==> src/page_table_walk_translate_defines.svh <==
// Assertion macros for the page table walker.
// Included by the modules that carry concurrent checks; depends on nothing.
`ifndef PAGE_TABLE_WALK_TRANSLATE_DEFINES_SVH
`define PAGE_TABLE_WALK_TRANSLATE_DEFINES_SVH

// Same-cycle implication, disabled while reset is asserted.
`define PTWT_ASSERT_NOW(lbl, clk, rst_n, ante, cons, msg) \
  lbl: assert property (@(posedge clk) disable iff (!rst_n) (ante) |-> (cons)) \
    else $error(msg);

// Next-cycle implication, disabled while reset is asserted.
`define PTWT_ASSERT_NEXT(lbl, clk, rst_n, ante, cons, msg) \
  lbl: assert property (@(posedge clk) disable iff (!rst_n) (ante) |=> (cons)) \
    else $error(msg);

`endif

==> src/ptwt_pkg.sv <==
// Shared constants and codes for the page table walker.
// Used by the table memory, the address unit and the top level.
package ptwt_pkg;

  localparam int PTWT_TABLE_WORDS = 4096;

  localparam int DATA_W  = 64;
  localparam int VA_W    = 48;
  localparam int PN_W    = 52;   // entry bits 63:12, page number of a table or page
  localparam int BASE_W  = 52;
  localparam int WIDX_W  = 12;
  localparam int IDX_W   = 9;
  localparam int WORD_W  = PN_W + IDX_W;
  localparam int HUGE_BIT = 7;

  // Table level whose entry is being read
  localparam logic [1:0] LVL_L1 = 2'd0;
  localparam logic [1:0] LVL_L2 = 2'd1;
  localparam logic [1:0] LVL_L3 = 2'd2;
  localparam logic [1:0] LVL_L4 = 2'd3;

  localparam logic [1:0] PS_4K = 2'd0;
  localparam logic [1:0] PS_2M = 2'd1;
  localparam logic [1:0] PS_1G = 2'd2;

  localparam logic REQ_WRITE = 1'b0;
  localparam logic REQ_XLATE = 1'b1;

  typedef struct packed {
    logic rd_en;
    logic wr_en;
  } mem_ctl_t;

endpackage

==> src/ptwt_addr_unit.sv <==
// Shared entry address unit: table page number plus level index gives the
// memory word address and the window check. Depends on ptwt_pkg.
module ptwt_addr_unit import ptwt_pkg::*; #(
  parameter int TABLE_WORDS = PTWT_TABLE_WORDS,
  localparam int AW = $clog2(TABLE_WORDS)
) (
  input  logic [PN_W-1:0] tbl_pn,
  input  logic [VA_W-1:0] va,
  input  logic [1:0]      lvl,
  output logic [AW-1:0]   word_addr,
  output logic            out_win
);

  localparam logic [WORD_W-1:0] WIN_LIMIT = WORD_W'(TABLE_WORDS);

  logic [IDX_W-1:0]  idx;
  logic [WORD_W-1:0] word;

  always_comb begin
    case (lvl)
      LVL_L4:  idx = va[47:39];
      LVL_L3:  idx = va[38:30];
      LVL_L2:  idx = va[29:21];
      LVL_L1:  idx = va[20:12];
      default: idx = va[20:12];
    endcase
  end

  // Table base is page aligned, so base/8 + index is a plain concatenation
  assign word      = {tbl_pn, idx};
  assign word_addr = word[AW-1:0];
  assign out_win   = (word >= WIN_LIMIT);

endmodule

==> config.mk <==
export PLATFORM = sky130hd
export DESIGN_NAME = ptwt_addr_unit
export DESIGN_NICKNAME = d
export VERILOG_FILES = /design/src/page_table_walk_translate_defines.svh /design/src/ptwt_pkg.sv /design/src/ptwt_addr_unit.sv
export SDC_FILE = /design/constraint.sdc
export NUM_CORES = 1
export LEC_CHECK = 0
export BUFFER_PORTS_ARGS = -buffer_cell sky130_fd_sc_hd__buf_2
export CAP_MARGIN = 20
export CORE_MARGIN = 3
export CORE_UTILIZATION = 19
export DETAILED_ROUTE_END_ITERATION = 6
export PLACE_DENSITY = 0.94
export SLEW_MARGIN = 30
export SYNTH_ARGS = -nofsm -noshare
export SYNTH_HDL_FRONTEND = slang
export SYNTH_SLANG_ARGS = --single-unit
==> constraint.sdc <==
create_clock -name vclk -period 2.1
set_clock_uncertainty 0.1 [all_clocks]
set_input_delay 0.42 -clock vclk [all_inputs]
set_output_delay 0.42 -clock vclk [all_outputs]
set_load 0.005 [all_outputs]
---- Yosys cells after proc, flatten, opt, wreduce, memory -nomap -nowiden ----
Index checks and enable logic that the tools add are counted.
word-level totals
  register bits after elaboration ......... 0
  input bits .............................. 102
  output and inout bits ................... 13
  word-level logic and storage cells ...... 6
cells by class
  $lt $le $gt $ge ......................... 1
  eq/ne operators ......................... 3
  mux-type cells .......................... 1
  reduce and logical (&&, ||, !) cells .... 1
operators by type and width
  operator              number
  $ge 61x13->1 const B  1
  $pmux 9 s4            1
  $eq 2x2->1 const B    2
  $eq 2x1->1 const B    1
  $logic_not 2->1       1

---- Logic depth before layout (Yosys ltp) ----
Gate-level depths: netlist of run 1.
  depth after elaboration ................. 3
  mapped depth ............................ 3
  gate-level depth less buffers ........... 3

---- Least setup slack after synthesis of run 1 ----
OpenSTA, ideal clock, no wires.
  path kind ............................... in2out
  from .................................... input port tbl_pn[46]
  to ...................................... output port out_win
  arrival time ............................ 1.301 ns
  slack ................................... 0.279 ns
  stages .................................. 3
  path buffers ............................ 0
  cells stage by stage .................... nor4_1 -> nand4_1 -> or4_1
between the ends
  word-level cells in the longest chain between the ends .. 1
RTL lines
  element             line                  RTL
  start: declaration  ptwt_addr_unit.sv:7   input logic [PN_W-1:0] tbl_pn,
  $ge 61x13->1        ptwt_addr_unit.sv:32  assign out_win = (word >= WIN_LIMIT);
  end: declaration    ptwt_addr_unit.sv:11  output logic out_win
No other way between the ends.

---- Worst setup path after layout of run 1 ----
  from .................................... input port tbl_pn[41]
  to ...................................... output port out_win
The elaborated chain is that of the path after synthesis.

==> results.yml, run 1 <==
status:
  status: "completed"
layout:
  layout.nets: 229
  final_cell_mix: "buf_2 (91), mux4_2 (9), nor4_2 (6), buf_6 (6), nor4_1 (4)"
  final_cells: 149
  seq_cell_count: 0
  drive_above_1_share: 0.912
  areaGrowthSynthToFinish_pct: 165
  num_antenna_cells: 0
  mostFrequentLayoutCell: "buf_2"
  nFillCells: 160
  postLayoutCoreUtil: 0.572
  seq_area_um2: 0
  clkbuf_count: 0
critical_path:
  cp.required_ns: 1.58
  startpoint_type: "primary input"
  crit_buf_inv: 2
  startpoint: "tbl_pn[41]"
  crit_chain: "buf_6 -> nor4_2 -> nand4_1 -> or4_1 -> buf_2"
  crit_family: "simple AND/OR/NAND/NOR gates"
  critical_path.slowest_cell: "or4_1"
  cpPeakStageDelay_ns: 0.47
  cp_max_fo: 1
  crit_arrival_ns: 1.52
  endpoint_kind: "primary output"
  path_class: "primary input to primary output"
global_route:
  first_global_vias: 718
  antenna_found_initial: 0
  grt_max_degree: 10
  gr-usage-all-layers: 0.192
  use_met1: 0.223
  grt_first_pass_wirelength_mm: 3.61
  grt_use_met2: 0.398
  grt_busiest_layer: "met2"
  overflow: 0
  met3_usage: 0.00917
routing:
  via_per_inst: 4.67
  firstDrtPassIters: 4
  num_vias: 696
  ant_nets: 0
  routedWlPerCell_um: 16.6
  totalWireLength_mm: 2.48
  drc: 0
  drtIter0Drc: 8
worst_hold_path:
  hp-class: "primary input to primary output"
  min_from: "tbl_pn[0]"
pwr:
  ir_drop_uv: 128
  p_leak_nw: 0.469
  power_density_nw_per_um2: 176
  total_power_mw: 0.163
die:
  pin_count: 115
  floorplan.die_area_um2: 2380
  initial_utilization: 0.216
  chipWidth_um: 48.8
  die_h_um: 48.8
  core-area_um2: 1610
  num_rows: 14
timing:
  fmax_mhz: 490
  rsz0062_at_grt: "true"
  finalHoldViolCount: 0
  slew-limit-headroom: 0.815
  fin_crit_sh: 0.971
  final.setup.worst_slack_ns: 0.0611
  slew_violations: 0
  tightestPinTransition_ns: 0.278
  period_needed_ns: 2.04
  finalSetupViolations: 0
  tns_ns: 0
logic_synthesis:
  ys_warn_count: 0
  synth.area.mux_share: 0.583
  synthAdderAreaFrac: 0
  synth_compound_area_frac: 0
  synth-xor-area-share: 0
  syn_area_um2: 348
  syn-num-nets: 134
  ys_seq_area_frac: 0
  avgSynthCellArea_um2: 10.9
  synth_top_family_by_area: "multiplexers"
  synth.distinct_cells: 11
  synth-simple-area-share: 0.324
  synthCells: 32
clock_tree:
  cts_setup_buffers: 0
  cts_hold_buf: 0
placed_design:
  io_buffers: 97
  pre_cts_ws_ns: -0.0111
  dp_hpwl_mm: 2.22
  gp_congestion: 0.947
  dp.cells: 149
run:
  drv_cap: 0
[layout make-up]
type               instances  area, µm²  share of cell area
well taps                 24       30.0              0.0326
repair buffers            98        531               0.575
multi-input cells         27        362               0.392
[metrics by stage]
step | hold slack (ns) | cell area (µm²)
2_1_floorplan | 0.821 | 348
3_3_place_gp | 0.740 | 838
3_5_place_dp | 0.740 | 838
4_1_cts | 0.740 | 851
5_1_grt | 0.740 | 922
6_report | 0.740 | 922
[metal layers]
| metal | vias up | part of all wire |
|---|---|---|
| met5 | - | 0 |
| met2 | 23 | 0.64 |
| met4 | 0 | 0 |
| met1 | 339 | 0.32 |
| li1 | 334 | - |
| met3 | 0 | 0.040 |
[cell families after synthesis]
| logic type | after synthesis |
|---|---|
| multiplexers | 9 |
| buffers and inverters | 5 |
| AND/OR/NAND/NOR | 18 |
[power breakdown]
group          internal, mW  total (mW)  switching [mW]
sequential                0           0               0
combinational         0.108       0.163          0.0550
clock                     0           0               0
total                 0.108       0.163          0.0550
[Yosys cell counts]
cell      n  share of area
nor4_1   10           0.18
mux4_2    9           0.58
buf_4     3          0.065
buf_2     2          0.029
nand4_1   2          0.036
nand2_1   1          0.011
nand3_1   1          0.014
nor2_1    1          0.011
nor3_1    1          0.014
nor4_2    1          0.036
or4_1     1          0.022
[final timing paths]
check | slack (ns) | depth (start not counted) | end
worst max-delay path | 0.06 | 5 | out_win
worst min-delay path | 0.74 | 0 | word_addr[9]
[timing repair]
| item | 4_1_cts | 5_1_grt |
|---|---|---|
| setup endpoints to repair | 1 | 1 |
| gates resized for setup | 2 | 11 |
| pin swaps | 0 | 8 |
Power figures use the tool's default switching activity.
==> inputs of run 2 (changes only) <==
--- a/config.mk
+++ b/config.mk
@@ -6,7 +6,6 @@
 export NUM_CORES = 1
 export LEC_CHECK = 0
 export BUFFER_PORTS_ARGS = -buffer_cell sky130_fd_sc_hd__buf_2
-export CAP_MARGIN = 20
 export CORE_MARGIN = 3
 export CORE_UTILIZATION = 19
 export DETAILED_ROUTE_END_ITERATION = 6
==> constraint.sdc (replaced) <==
create_clock -name vclk -period 2.1
set_clock_uncertainty 0.1 [all_clocks]
set_input_delay 0.42 -clock vclk [all_inputs]
set_output_delay 0.42 -clock vclk [all_outputs]
set_load 0.05 [all_outputs]
==> results.yml, run 2 (synthesis results as in run 1) <==
critical_path:
  crit_chain: "buf_6 -> nor4_4 -> nand4_1 -> or4_4 -> buf_8"
  cp.required_ns: 1.58
  critical_path.slowest_cell: "or4_4"
  cp_max_fo: 1
  endpoint_kind: "primary output"
  crit_arrival_ns: 1.61
  path_class: "primary input to primary output"
  startpoint_type: "primary input"
  cpPeakStageDelay_ns: 0.51
routing:
  ant_nets: 0
  num_vias: 717
  routedWlPerCell_um: 16.7
  drc: 0
  via_per_inst: 4.81
  drtIter0Drc: 8
  firstDrtPassIters: 6
  totalWireLength_mm: 2.49
layout:
  final_cell_mix: "buf_2 (89), mux4_2 (9), buf_6 (7)"
  layout.nets: 229
  seq_cell_count: 0
  seq_area_um2: 0
  mostFrequentLayoutCell: "buf_2"
  clkbuf_count: 0
  num_antenna_cells: 0
  drive_above_1_share: 0.912
  areaGrowthSynthToFinish_pct: 174
global_route:
  first_global_vias: 750
  grt_first_pass_wirelength_mm: 3.63
  gr-usage-all-layers: 0.190
  grt_max_degree: 10
  overflow: 0
  antenna_found_initial: 0
pwr:
  intPower_mw: 0.110
  combPwrFrac: 1.000
  power_density_nw_per_um2: 241
  swShare: 0.521
  p_clk_frac: 0
  total_power_mw: 0.230
  ir_drop_uv: 178
  pwr-share-seq: 0
  p_leak_nw: 0.480
  p_switching_mw: 0.120
worst_hold_path:
  hp-class: "primary input to primary output"
placed_design:
  io_buffers: 97
  dp_hpwl_mm: 2.18
  pre_cts_ws_ns: -0.127
  gp_congestion: 0.892
timing:
  final.setup.worst_slack_ns: -0.0301
  tightestPinTransition_ns: 0.272
  slew-limit-headroom: 0.819
  finalSetupViolations: 1
  period_needed_ns: 2.13
  rsz0062_at_grt: "true"
  fmax_mhz: 469
  whs_ns: 0.740
  finalHoldViolCount: 0
  slew_violations: 0
  fin_crit_sh: 1.01
run:
  drv_cap: 0
die:
  pin_count: 115
  die_h_um: 48.8
  chipWidth_um: 48.8
  floorplan.die_area_um2: 2380
  num_rows: 14
  initial_utilization: 0.216
  core-area_um2: 1610
status:
  status: "finished, violations left"
  violations: "negative setup slack"
clock_tree:
  cts_setup_buffers: 0
  cts_hold_buf: 0
[run 2: cell types whose count changed in the layout (fill, tap and decap cells not counted)]
cell    before  now
or4_4        0    1
or4_1        1    0
nor4_4       1    3
buf_8        0    1
buf_2       91   89
nor4_1       4    5
buf_6        6    7
nor4_2       6    3
[run 2: area by class of cell]
| type | count | area [µm²] |
|---|---|---|
| fill | 172 | 658 |
| multi-input combinational | 27 | 377 |
| tap | 24 | 30.0 |
| timing repair buffer | 98 | 547 |
[run 2: timing repair]
item	in CTS	in global routing
gates resized for setup	15	4
pin swaps	6	1
setup endpoints to repair	1	1
[run 2: worst paths after layout]
path / to / startpoint / slack [ns] / depth (start not counted)
worst max-delay path: out_win / tbl_pn[41] / -0.03 / 5
worst min-delay path: word_addr[9] / tbl_pn[0] / 0.74 / 0
[run 2: worst max-delay path, delay by kind of cell]
family	cells	cell delay, ns
buffers and inverters	2	0.27
and+or+nand+nor	3	0.92
[run 2: power by group through the flow]
stage | clock network (mW) | logic, mW | registers, mW
after floorplan | 0 | 0.126 | 0
after global placement | 0 | 0.207 | 0
after detailed placement | 0 | 0.211 | 0
after CTS | 0 | 0.224 | 0
after global routing | 0 | 0.243 | 0
final | 0 | 0.230 | 0
[run 2: routing by layer]
layer	vias to the layer above	GRT usage	routed length [µm]
met3	8	0.0214	105
li1	334	-	-
met4	0	0.0332	67
met5	-	0	0
met2	29	0.385	1530
met1	346	0.210	789
[run 2: through the flow]
step	cells	setup TNS (ns)	util	cell area [µm²]
after detailed placement	149	-0.127	0.520	838
final	149	-0.0301	0.592	953
after CTS	149	-0.0156	0.573	923
after global routing	149	-0.0525	0.592	953
after floorplan	32	0	-	348
after global placement	149	-0.0744	0.520	838
